--- src/hdl/etfp_pkg.sv ---
// Shared types and constants for the escape-time fractal pixel engine.
// Holds the request and response payload structs, the register indexes,
// the sequencer states and the fixed-point helper functions. No dependencies.
package etfp_pkg;

   // Input request: one pixel position.
   typedef struct packed {
      logic [9:0] pixel_col;
      logic [9:0] pixel_row;
   } req_type;

   // Response: the echoed position, the iteration count and the color.
   typedef struct packed {
      logic [9:0]  out_col;
      logic [9:0]  out_row;
      logic [8:0]  iteration_count;
      logic [23:0] pixel_color;
   } rsp_type;

   // Register indexes on the configuration port.
   localparam logic [2:0] CSR_FRACTAL_MODE = 3'd0;
   localparam logic [2:0] CSR_STEP_REAL    = 3'd1;
   localparam logic [2:0] CSR_STEP_IMAG    = 3'd2;
   localparam logic [2:0] CSR_CENTER_REAL  = 3'd3;
   localparam logic [2:0] CSR_CENTER_IMAG  = 3'd4;
   localparam logic [2:0] CSR_JULIA_REAL   = 3'd5;
   localparam logic [2:0] CSR_JULIA_IMAG   = 3'd6;

   // Register reset values.
   localparam logic [30:0] STEP_RESET = 31'd2097152;

   // Fractal modes.
   localparam logic MODE_MANDELBROT = 1'b0;

   // Escape bound 4.0 in Q8.56.
   localparam logic [64:0] ESCAPE_BOUND = 65'h0_0400_0000_0000_0000;

   // Palette rotation by 0.1 rad, Q2.30.
   localparam logic signed [31:0] ROT_COS  = 32'sd1068377587;
   localparam logic signed [31:0] ROT_SIN  = 32'sd107195315;
   localparam logic signed [31:0] Q30_ONE  = 32'sd1073741824;
   localparam logic signed [63:0] Q30_HALF = 64'sd536870912;

   // Fixed colors.
   localparam logic [23:0] COLOR_BLACK = 24'h000000;
   localparam logic [23:0] COLOR_GRAY  = 24'h808080;

   // Saturation bounds for Q4.28 results.
   localparam logic signed [63:0] SAT_MAX = 64'sh0000_0000_7FFF_FFFF;
   localparam logic signed [63:0] SAT_MIN = 64'shFFFF_FFFF_8000_0000;

   // Sequencer states, one-hot.
   typedef enum logic [13:0] {
      ST_IDLE = 14'b00000000000001,
      ST_MAPR = 14'b00000000000010,
      ST_MAPI = 14'b00000000000100,
      ST_INIT = 14'b00000000001000,
      ST_IT1  = 14'b00000000010000,
      ST_IT2  = 14'b00000000100000,
      ST_IT3  = 14'b00000001000000,
      ST_PAL1 = 14'b00000010000000,
      ST_PAL2 = 14'b00000100000000,
      ST_PAL3 = 14'b00001000000000,
      ST_PAL4 = 14'b00010000000000,
      ST_PAL5 = 14'b00100000000000,
      ST_PFIN = 14'b01000000000000,
      ST_DONE = 14'b10000000000000
   } state_type;

   // Clamp a wide signed value into 32 bits.
   function automatic logic signed [31:0] sat32(input logic signed [63:0] v);
      logic signed [31:0] r;
      if (v > SAT_MAX) begin
         r = SAT_MAX[31:0];
      end else if (v < SAT_MIN) begin
         r = SAT_MIN[31:0];
      end else begin
         r = v[31:0];
      end
      return r;
   endfunction

   // Add a Q4.28 offset to an already shifted product and saturate.
   function automatic logic signed [31:0] add_sat(input logic signed [63:0] v,
                                                  input logic signed [31:0] ofs);
      logic signed [63:0] ofs_ext;
      ofs_ext = ofs;
      return sat32(v + ofs_ext);
   endfunction

   // One palette channel: floor(s * 127 + 128) with s in Q30, clamped.
   function automatic logic [7:0] channel(input logic signed [31:0] s);
      logic signed [40:0] s_ext;
      logic signed [40:0] t;
      logic signed [40:0] v;
      logic [7:0]         r;
      s_ext = s;
      t = (s_ext <<< 7) - s_ext + 41'sh20_0000_0000;
      v = t >>> 30;
      if (v < 41'sd0) begin
         r = 8'd0;
      end else if (v > 41'sd255) begin
         r = 8'd255;
      end else begin
         r = v[7:0];
      end
      return r;
   endfunction

endpackage

--- src/hdl/escape_time_fractal_pixel_top.sv ---
// Escape-time fractal pixel engine, Mandelbrot or Julia, on one shared multiplier.
// Steps: mapping of the pixel into the plane, then the iterations, then for a pixel that
// escapes after n > 0 iterations the palette, made of 3*n rotations.
// One pixel at a time: the next request is taken in the cycle its response turns valid.
// Reset is synchronous and active high; it loads the register defaults.
module escape_time_fractal_pixel_top
   import etfp_pkg::*;
#(
   parameter int IMAGE_WIDTH  = 1024,
   parameter int IMAGE_HEIGHT = 1024,
   parameter int ITER_LIMIT   = 256
) (
   input  logic        clock,
   input  logic        reset,
   input  logic        req_valid,
   output logic        req_stall,
   input  req_type     req_data,
   output logic        rsp_valid,
   input  logic        rsp_stall,
   output rsp_type     rsp_data,
   input  logic        csr_wr_en,
   input  logic [2:0]  csr_index,
   input  logic [31:0] csr_wdata
);

   localparam int ITW = $clog2(ITER_LIMIT + 1);
   localparam logic [ITW-1:0] LIMIT_CNT = ITW'(ITER_LIMIT);
   localparam logic signed [31:0] WIDTH_S  = 32'(IMAGE_WIDTH);
   localparam logic signed [31:0] HEIGHT_S = 32'(IMAGE_HEIGHT);

   // Configuration registers.
   logic               mode_ff;
   logic [30:0]        step_real_ff;
   logic [30:0]        step_imag_ff;
   logic signed [31:0] center_real_ff;
   logic signed [31:0] center_imag_ff;
   logic signed [31:0] julia_real_ff;
   logic signed [31:0] julia_imag_ff;

   // Sequencer and working registers.
   state_type          state_ff, state_in;
   req_type            pix_ff, pix_in;
   logic signed [31:0] zr_ff, zr_in;
   logic signed [31:0] zi_ff, zi_in;
   logic signed [31:0] cr_ff, cr_in;
   logic signed [31:0] ci_ff, ci_in;
   logic signed [63:0] mul_ff, mul_in;
   logic signed [63:0] acc_ff, acc_in;
   logic [ITW-1:0]     iter_ff, iter_in;
   logic               pend_ff, pend_in;
   logic signed [31:0] pc_ff, pc_in;
   logic signed [31:0] ps_ff, ps_in;
   logic [ITW-1:0]     rem_ff, rem_in;
   logic [1:0]         chan_ff, chan_in;
   logic               cap_ff, cap_in;
   logic [23:0]        color_ff, color_in;
   logic               rsp_valid_ff, rsp_valid_in;
   rsp_type            rsp_data_ff, rsp_data_in;

   // Shared multiplier operands.
   logic signed [31:0] mul_a;
   logic signed [31:0] mul_b;
   logic signed [63:0] mul_prod;

   // Helpers.
   logic signed [31:0] d_col;
   logic signed [31:0] d_row;
   logic signed [31:0] point;
   logic [64:0]        mag;
   logic               escaped;
   logic signed [63:0] rr_diff;
   logic signed [63:0] rot_c_sum;
   logic signed [63:0] rot_s_sum;
   logic signed [63:0] rot_c_sh;
   logic signed [63:0] rot_s_sh;
   logic [ITW-1:0]     iter_inc;
   logic [ITW+8:0]     iter_wide;
   logic               rsp_free;

   assign req_stall = (state_ff != ST_IDLE);
   assign rsp_valid = rsp_valid_ff;
   assign rsp_data  = rsp_data_ff;
   assign rsp_free  = !rsp_valid_ff || !rsp_stall;

   // Configuration writes.
   always_ff @(posedge clock) begin
      if (reset) begin
         mode_ff        <= MODE_MANDELBROT;
         step_real_ff   <= STEP_RESET;
         step_imag_ff   <= STEP_RESET;
         center_real_ff <= '0;
         center_imag_ff <= '0;
         julia_real_ff  <= '0;
         julia_imag_ff  <= '0;
      end else if (csr_wr_en) begin
         unique case (csr_index)
            CSR_FRACTAL_MODE: mode_ff        <= csr_wdata[0];
            CSR_STEP_REAL:    step_real_ff   <= csr_wdata[30:0];
            CSR_STEP_IMAG:    step_imag_ff   <= csr_wdata[30:0];
            CSR_CENTER_REAL:  center_real_ff <= csr_wdata;
            CSR_CENTER_IMAG:  center_imag_ff <= csr_wdata;
            CSR_JULIA_REAL:   julia_real_ff  <= csr_wdata;
            CSR_JULIA_IMAG:   julia_imag_ff  <= csr_wdata;
            default: ;
         endcase
      end
   end

   // Pixel offsets from the image center, doubled so they stay exact.
   assign d_col = $signed({21'b0, pix_ff.pixel_col, 1'b0}) - WIDTH_S;
   assign d_row = $signed({21'b0, pix_ff.pixel_row, 1'b0}) - HEIGHT_S;

   // Operand selection for the shared multiplier.
   always_comb begin
      mul_a = zr_ff;
      mul_b = zr_ff;
      unique case (state_ff)
         ST_MAPR: begin
            mul_a = d_col;
            mul_b = $signed({1'b0, step_real_ff});
         end
         ST_MAPI: begin
            mul_a = d_row;
            mul_b = $signed({1'b0, step_imag_ff});
         end
         ST_IT2: begin
            mul_a = zi_ff;
            mul_b = zi_ff;
         end
         ST_IT3: begin
            mul_a = zr_ff;
            mul_b = zi_ff;
         end
         ST_PAL1: begin
            mul_a = pc_ff;
            mul_b = ROT_COS;
         end
         ST_PAL2: begin
            mul_a = ps_ff;
            mul_b = ROT_SIN;
         end
         ST_PAL3: begin
            mul_a = pc_ff;
            mul_b = ROT_SIN;
         end
         ST_PAL4: begin
            mul_a = ps_ff;
            mul_b = ROT_COS;
         end
         default: ;
      endcase
   end

   assign mul_prod = mul_a * mul_b;

   // Datapath terms read by the sequencer.
   assign point     = add_sat(mul_ff >>> 1, (state_ff == ST_MAPI) ? center_real_ff
                                                                  : center_imag_ff);
   assign mag       = {1'b0, acc_ff} + {1'b0, mul_ff};
   assign escaped   = (mag > ESCAPE_BOUND);
   assign rr_diff   = acc_ff - mul_ff;
   assign rot_c_sum = acc_ff - mul_ff + Q30_HALF;
   assign rot_s_sum = acc_ff + mul_ff + Q30_HALF;
   assign rot_c_sh  = rot_c_sum >>> 30;
   assign rot_s_sh  = rot_s_sum >>> 30;
   assign iter_inc  = iter_ff + 1'b1;
   assign iter_wide = {9'b0, iter_ff};

   // Sequencer.
   always_comb begin
      state_in     = state_ff;
      pix_in       = pix_ff;
      zr_in        = zr_ff;
      zi_in        = zi_ff;
      cr_in        = cr_ff;
      ci_in        = ci_ff;
      mul_in       = mul_prod;
      acc_in       = acc_ff;
      iter_in      = iter_ff;
      pend_in      = pend_ff;
      pc_in        = pc_ff;
      ps_in        = ps_ff;
      rem_in       = rem_ff;
      chan_in      = chan_ff;
      cap_in       = cap_ff;
      color_in     = color_ff;
      rsp_valid_in = rsp_valid_ff && rsp_stall;
      rsp_data_in  = rsp_data_ff;
      unique case (state_ff)
         ST_IDLE: begin
            if (req_valid) begin
               pix_in   = req_data;
               state_in = ST_MAPR;
            end
         end
         ST_MAPR: begin
            state_in = ST_MAPI;
         end
         // Real coordinate is ready; Julia starts z there, Mandelbrot uses it as c.
         ST_MAPI: begin
            zr_in    = mode_ff ? point : '0;
            cr_in    = mode_ff ? julia_real_ff : point;
            state_in = ST_INIT;
         end
         ST_INIT: begin
            zi_in    = mode_ff ? point : '0;
            ci_in    = mode_ff ? julia_imag_ff : point;
            iter_in  = '0;
            pend_in  = 1'b0;
            state_in = ST_IT1;
         end
         // Finish the imaginary update of the previous iteration from zr*zi.
         ST_IT1: begin
            if (pend_ff) begin
               zi_in = add_sat(mul_ff >>> 27, ci_ff);
            end
            state_in = ST_IT2;
         end
         ST_IT2: begin
            acc_in   = mul_ff;
            state_in = ST_IT3;
         end
         // Escape test on zr^2 + zi^2, then the real update.
         ST_IT3: begin
            if (escaped) begin
               if (iter_ff == '0) begin
                  color_in = COLOR_GRAY;
                  state_in = ST_DONE;
               end else begin
                  pc_in    = Q30_ONE;
                  ps_in    = '0;
                  rem_in   = iter_ff;
                  chan_in  = 2'd0;
                  cap_in   = 1'b0;
                  state_in = ST_PAL1;
               end
            end else begin
               zr_in   = add_sat(rr_diff >>> 28, cr_ff);
               iter_in = iter_inc;
               pend_in = 1'b1;
               if (iter_inc == LIMIT_CNT) begin
                  color_in = COLOR_BLACK;
                  state_in = ST_DONE;
               end else begin
                  state_in = ST_IT1;
               end
            end
         end
         // Palette rotation; a pending channel sample is taken from the sine.
         ST_PAL1: begin
            if (cap_ff) begin
               if (chan_ff == 2'd0) begin
                  color_in[23:16] = channel(ps_ff);
               end else begin
                  color_in[15:8] = channel(ps_ff);
               end
               chan_in = chan_ff + 2'd1;
               cap_in  = 1'b0;
            end
            state_in = ST_PAL2;
         end
         ST_PAL2: begin
            acc_in   = mul_ff;
            state_in = ST_PAL3;
         end
         ST_PAL3: begin
            pc_in    = rot_c_sh[31:0];
            state_in = ST_PAL4;
         end
         ST_PAL4: begin
            acc_in   = mul_ff;
            state_in = ST_PAL5;
         end
         ST_PAL5: begin
            ps_in = rot_s_sh[31:0];
            if (rem_ff == {{(ITW-1){1'b0}}, 1'b1}) begin
               rem_in   = iter_ff;
               cap_in   = 1'b1;
               state_in = (chan_ff == 2'd2) ? ST_PFIN : ST_PAL1;
            end else begin
               rem_in   = rem_ff - 1'b1;
               state_in = ST_PAL1;
            end
         end
         ST_PFIN: begin
            color_in[7:0] = channel(ps_ff);
            state_in      = ST_DONE;
         end
         // Hand the result to the output register once it is free.
         ST_DONE: begin
            if (rsp_free) begin
               rsp_data_in.out_col         = pix_ff.pixel_col;
               rsp_data_in.out_row         = pix_ff.pixel_row;
               rsp_data_in.iteration_count = iter_wide[8:0];
               rsp_data_in.pixel_color     = color_ff;
               rsp_valid_in                = 1'b1;
               state_in                    = ST_IDLE;
            end
         end
         default: begin
            state_in = ST_IDLE;
         end
      endcase
   end

   // Control registers.
   always_ff @(posedge clock) begin
      if (reset) begin
         state_ff     <= ST_IDLE;
         rsp_valid_ff <= 1'b0;
      end else begin
         state_ff     <= state_in;
         rsp_valid_ff <= rsp_valid_in;
      end
   end

   // Payload registers.
   always_ff @(posedge clock) begin
      pix_ff      <= pix_in;
      zr_ff       <= zr_in;
      zi_ff       <= zi_in;
      cr_ff       <= cr_in;
      ci_ff       <= ci_in;
      mul_ff      <= mul_in;
      acc_ff      <= acc_in;
      iter_ff     <= iter_in;
      pend_ff     <= pend_in;
      pc_ff       <= pc_in;
      ps_ff       <= ps_in;
      rem_ff      <= rem_in;
      chan_ff     <= chan_in;
      cap_ff      <= cap_in;
      color_ff    <= color_in;
      rsp_data_ff <= rsp_data_in;
   end

endmodule
--- config.mk ---
export PLATFORM = sky130hd
export DESIGN_NAME = escape_time_fractal_pixel_top
export DESIGN_NICKNAME = d
export VERILOG_FILES = /design/src/hdl/etfp_pkg.sv /design/src/hdl/escape_time_fractal_pixel_top.sv
export SDC_FILE = /design/constraint.sdc
export NUM_CORES = 2
export LEC_CHECK = 0
export BUFFER_PORTS_ARGS = -buffer_cell sky130_fd_sc_hd__buf_4
export CAP_MARGIN = 20
export CORE_UTILIZATION = 55
export DETAILED_ROUTE_END_ITERATION = 8
export GPL_ROUTABILITY_DRIVEN = 0
export HOLD_SLACK_MARGIN = 0.15
export PLACE_DENSITY = 0.75
export REMOVE_ABC_BUFFERS = 1
export SYNTH_ARGS = -nofsm -noshare
export SYNTH_HDL_FRONTEND = slang
export SYNTH_SLANG_ARGS = --single-unit
--- constraint.sdc ---
create_clock -name clock -period 31.7 [get_ports clock]
set_clock_uncertainty 0.05 [all_clocks]
set_input_delay 1.585 -clock clock [delete_from_list [all_inputs] [get_ports clock]]
set_output_delay 1.585 -clock clock [all_outputs]
set_load 0.05 [all_outputs]
# Word level (Yosys, flattened, before mapping)
# Cells that the tools add are included.
totals:
  reg_bits: 645
  input_bits: 60
  wordCells: 191
op_classes:
  n_mux: 58
  addsub: 15
  n_mul: 1
  n_reduce_logical: 41
  eq_ne: 36
  n_lt_le_gt_ge: 9
ops:
  columns: ["cell", "count"]
  rows:
  - ["32-bit two-way mux", 16]
  - ["32-bit one-hot mux with 5 select lines", 2]
  - ["32-bit one-hot mux with 2 select lines", 4]
  - ["14-bit one-hot mux with 14 select lines", 1]
  - ["62-bit by 31-bit adder with 62-bit output (second input constant)", 2]
  - ["24-bit two-way mux", 3]
  - ["14-bit two-way mux", 5]
  - ["64-bit by 64-bit adder with 65-bit output", 1]
  - ["65-bit by 59-bit > comparator with 1-bit output (second input constant)", 1]
  - ["63-bit by 32-bit adder with 64-bit output", 1]
  - ["64-bit by 32-bit > comparator with 1-bit output (second input constant)", 1]
  - ["64-bit by 32-bit < comparator with 1-bit output (second input constant)", 1]
  - ["32-bit by 32-bit multiplier with 64-bit output", 1]
  - ["64-bit subtractor", 1]
  - ["62-bit adder", 1]
  - ["40-bit by 39-bit adder with 41-bit output (second input constant)", 1]
  - ["39-bit by 32-bit subtractor with 40-bit output", 1]
  - ["37-bit by 32-bit adder with 38-bit output", 1]
  - ["38-bit by 32-bit > comparator with 1-bit output (second input constant)", 1]
  - ["38-bit by 32-bit < comparator with 1-bit output (second input constant)", 1]
  - ["36-bit by 32-bit adder with 37-bit output", 1]
  - ["37-bit by 32-bit > comparator with 1-bit output (second input constant)", 1]
  - ["37-bit by 32-bit < comparator with 1-bit output (second input constant)", 1]
  - ["9-bit two-way mux", 4]
  - ["54 further kinds", 107]

# Depth between registers and ports, before layout
logic_depth:
  word_depth: 8
  depth_mapped: 45

# Least setup slack after synthesis
# OpenSTA, ideal clock, no wires.
synth_path:
  path_kind: "reg-to-reg"
  startpoint: "register state_ff[13]"
  endpoint: "register mul_ff[63]"
  stages_incl_launch_ff: 41
  path_buffers: 2
  t_required_ps: 31578
  arrival_ps: 10441
  setup_slack_ps: 21137
  setup_ps: 72
  path_cell_list: "dfxtp_1 -> nor2_1 -> nand2_1 -> or3_1 -> or4_1 -> or3b_2 -> nand2_1 -> nor2_1 -> nand3_1 -> buf_2 -> nor2_1 -> a31oi_1 -> clkbuf_1 -> nand2_1 -> fa_1 -> inv_1 -> fa_1 -> inv_1 -> [5 not listed] -> fa_1 -> inv_1 -> fa_1 -> inv_1 -> ha_1 -> a21o_1 -> a21o_1 -> a211o_1 -> a311o_1 -> a21o_1 -> o21ai_0 -> a211oi_1 -> o211a_1 -> a21o_1 -> a41oi_1 -> o21ai_0 -> a21oi_1 -> xnor2_1"
synth_between:
  elab_chain_cells: 4
  elab_cells_between_ends: 16
  classes_between: "1 x mul; 8 x eq/ne; 2 x mux; 5 x reduce/logical"
synth_lines:
  columns: ["item", "line", "rtl"]
  rows:
  - ["start: declaration", "escape_time_fractal_pixel_top.sv:41", "state_type state_ff, state_in;"]
  - ["start signal: assignment", "escape_time_fractal_pixel_top.sv:312", "state_ff <= state_in;"]
  - ["14-bit by 11-bit equality test with 1-bit output, or another cell as far along", "escape_time_fractal_pixel_top.sv:117", "unique case (state_ff)"]
  - ["2-bit OR reduction (no source line)", null, null]
  - ["32-bit one-hot mux with 5 select lines", "escape_time_fractal_pixel_top.sv:117", null]
  - ["32-bit by 32-bit multiplier with 64-bit output *", "escape_time_fractal_pixel_top.sv:154", "assign mul_prod = mul_a * mul_b;"]
  - ["named net mul_in[63]", "escape_time_fractal_pixel_top.sv:47", "logic signed [63:0] mul_ff, mul_in;"]
  - ["end signal: assignment", "escape_time_fractal_pixel_top.sv:324", "mul_ff <= mul_in;"]
  - ["end: declaration", "escape_time_fractal_pixel_top.sv:47", null]
# The timed path passes the listed nets; every way through them passes the cells marked *.
# A chain may end at the register's enable or synchronous reset.

# Worst setup path in the final report
# Ends and elaborated chain as after synthesis.

==> summary.txt <==
GRT
  – Initial antenna violation count: 27
  – GRT Total Usage: 38.38%
  – Vias in the first global route: 71,340
  – First-pass GRT wire length: 433.9 mm
  – Largest net degree at the start of global routing: 88
  – Total grt overflow: 0

Placed design
  – Port Buffers: 114
  – Final HPWL DP: 231.2 mm

Clock tree
  – CTS tree: yes
  – Clock root buffer: clkbuf_16
  – CTS Sinks: 645
  – Clock Path Buffers: 3
  – Hold buffer count at CTS: 0
  – CTS resizes: 0
  – CTS Buf Count: 72
  – Latest clock arrival within the worst-skew pair: 710 ps
  – Max H-tree Level: 3
  – Post-CTS Setup Repair Bufs: 0
  – Clock transition at path regs: 60 ps

Synthesis
  – Main synth FF type: edfxtp_1
  – Synthesized instance count: 9,348
  – Post-synth EDFFs: 375
  – FFs w/ async S/R, synth: 0%
  – Register area share after synthesis: 20.40%
  – YS warnings: 0
  – Yosys top cell area share: 28.06%
  – Post-synth top area cell: fa_1
  – #FFs+latches synth: 645
  – Synth top area cells: fa_1 (28%), edfxtp_1 (14%), ha_1 (8.8%)
  – Syn_area_per_cell: 8.740 um^2
  – Netlist cell types: 108
  – Post-synthesis cell area: 81,700 um^2

Final layout
  – Fin util: 59.14%
  – Reg area: 16,670 um^2
  – Nets@finish: 11,080
  – Filler cells: 12,530
  – Area Growth Syn to Fin: 6.879%
  – Layout cells sized above 1: 5.784%
  – Area of the multi-input gates: 58,460 um^2

STA
  – Actual slew at the worst max-slew pin: 1247 ps
  – Max-slew violations: 0
  – RSZ-0062 raised after global routing: no
  – Hold Fails Final Rpt: 0
  – Worst hold slack: 366.6 ps
  – Slew headroom: 15.94%
  – Setup violations, final: 0
  – Final min period: 13,610 ps
  – Period utilization: 42.92%
  – Max Fclk: 0.07349 GHz
  – Final setup TNS: 0 ps

Route
  – DRT iter0 DRCs: 9,897
  – Pre-antenna DRT Iters: 9
  – Drt drc: 28
  – Vias per cell: 6.384
  – Post-route ant nets: 0
  – Routed WL per cell: 25.67 um
  – Via count: 72,100
  – Total Wirelength: 289.9 mm

Outcome
  – Outcome: finished with violations
  – Violated checks: DRC

Min path
  – Hold WC Path Type: reg -> reg
  – WHS Endpoint: rsp_data[13]
  – Worst hold path cell count: 0
  – Hold Startpoint: color_ff[13]

Critical path
  – Most used cell, CP: fa_1
  – Worst Path Arrival: 14,170 ps
  – Worst R2R Setup Slack: 18,090 ps
  – Peak per-stage delay on the critical path: 670 ps
  – FF-to-FF End: mul_ff[63]
  – CP required: 32,260 ps
  – Worst-path fanout max: 65
  – Worst R2R Start: state_ff[13]
  – Slowest CP cell: inv_4
  – Setup CP Type: reg -> reg
  – Register-to-Register Path Depth: 41
  – Startpoint types: flip-flop
  – Setup crit end kind: flip-flop

Die
  – Core box area: 147,700 um^2
  – Die width: 387.4 um
  – FP Rows: 141
  – Initial Utilization: 55.33%
  – Num ports: 115
  – Die Y-Extent: 387.4 um
  – Area of the die: 150,100 um^2

Run
  – Max cap viols: 0
==> cells in the final DEF (no fill, tap or decap), types with 25 or more instances in the layout <==
master     netlist  layout
a2111oi_0       31      31
a211o_1         25      25
a211oi_1        45      45
a21o_1         153     153
a21oi_1        741     739
a222oi_1        47      47
a22oi_1         49      49
a31oi_1         56      51
and2_1          49      49
and3_1          48      47
buf_4            5     269
clkbuf_16        0      77
dfxtp_1        270     269
edfxtp_1       375     375
fa_1          1145    1145
ha_1           576     576
inv_1         1346    1346
nand2_1       1312    1310
nand2b_1        74      74
nand3_1        158     155
nand4_1         79      79
nor2_1         928     923
nor2b_1         52      52
nor3_1         107     106
nor4_1          54      54
o211ai_1        36      36
o21a_1         100     100
o21ai_0        254     245
o21ai_1         55      47
o21bai_1        56      56
or3_1           30      29
xnor2_1        197     197
xor2_1          83      83
==> through the flow <==
step	area [um^2]	setup WS, ps	instances
2_1_floorplan	79990	17380	8943
3_3_place_gp	84650	18550	11140
3_5_place_dp	84650	18380	11140
4_1_cts	87200	18320	11280
5_1_grt	87300	17530	11290
6_report	87320	18090	11290
==> layout make-up <==
type / instances / share of cell area [%]
clock buffer: 97 / 2.373
sequential: 645 / 19.09
clock inverter: 37 / 0.5488
antenna: 10 / 0.02866
multi-input combinational: 6947 / 66.95
tap: 1930 / 2.765
timing repair buffer: 277 / 2.442
inverter: 1351 / 5.810
==> Yosys cell counts, types with 18 or more instances <==
master and instances:
a2111oi_0 31, a211o_1 25, a211oi_1 45, a21o_1 153, a21oi_1 741, a221oi_1 23, a222oi_1 47, a22oi_1 49
a31oi_1 56, and2_1 49, and3_1 48, buf_2 99, clkbuf_1 279, dfxtp_1 270, edfxtp_1 375, fa_1 1145
ha_1 576, inv_1 1346, mux2i_1 20, nand2_1 1312, nand2b_1 74, nand3_1 158, nand4_1 79, nor2_1 928
nor2b_1 52, nor3_1 107, nor3b_1 26, nor4_1 54, o2111ai_1 18, o211ai_1 36, o21a_1 100, o21ai_0 254
o21ai_1 55, o21bai_1 56, o31ai_1 21, or2_2 23, or3_1 30, xnor2_1 197, xor2_1 83
==> kinds of logic (layout without fill, tap and decap cells) <==
family,Yosys count,in the layout,share of synthesized area [%]
buffers and inverters,1756,1762,8.300
AO/OA/AOI/OAI,1878,1878,14.68
other,0,10,0
XOR/XNOR,280,280,3.002
AND/OR/NAND/NOR,3040,3040,16.38
flip-flops,645,645,20.40
multiplexers,28,28,0.3553
adder cells (fa/ha/maj),1721,1721,36.88
==> how the worst max path moves through the flow <==
stage,from,endpoint,slack [ps],cells past startpoint
2_1_floorplan,state_ff[13],mul_ff[63],17380,37
3_3_place_gp,state_ff[13],mul_ff[63],18550,41
3_5_place_dp,state_ff[13],mul_ff[63],18380,41
4_1_cts,state_ff[13],mul_ff[63],18320,40
5_1_grt,state_ff[13],mul_ff[62],17530,41
6_report,state_ff[13],mul_ff[63],18090,41
==> routing by layer <==
metal  routed length [um]  part of all wire (%)  vias to the layer above  GRT usage [%]
li1                     -                     -                    30780              -
met1               101500                    35                    34750          48.47
met2               119800                    41                     5318          55.61
met3                46400                    16                     1227          14.70
met4                22020                   7.6                       28          23.21
met5                  225                 0.078                        -         0.2552
==> critical path, delay by kind of cell, from the launching register on <==
| family | cells | cell delay [ps] |
|---|---|---|
| adder cells (fa/ha/maj) | 9 | 4500 |
| AO/OA/AOI/OAI | 13 | 3650 |
| buffers and inverters | 9 | 2490 |
| AND/OR/NAND/NOR | 9 | 2280 |
| flip-flops | 1 | 340 |
| XOR/XNOR | 1 | 130 |
Power is left out: the tool's default activity adds up to more than one toggle a clock period on the data nets, which glitch-free logic cannot reach.
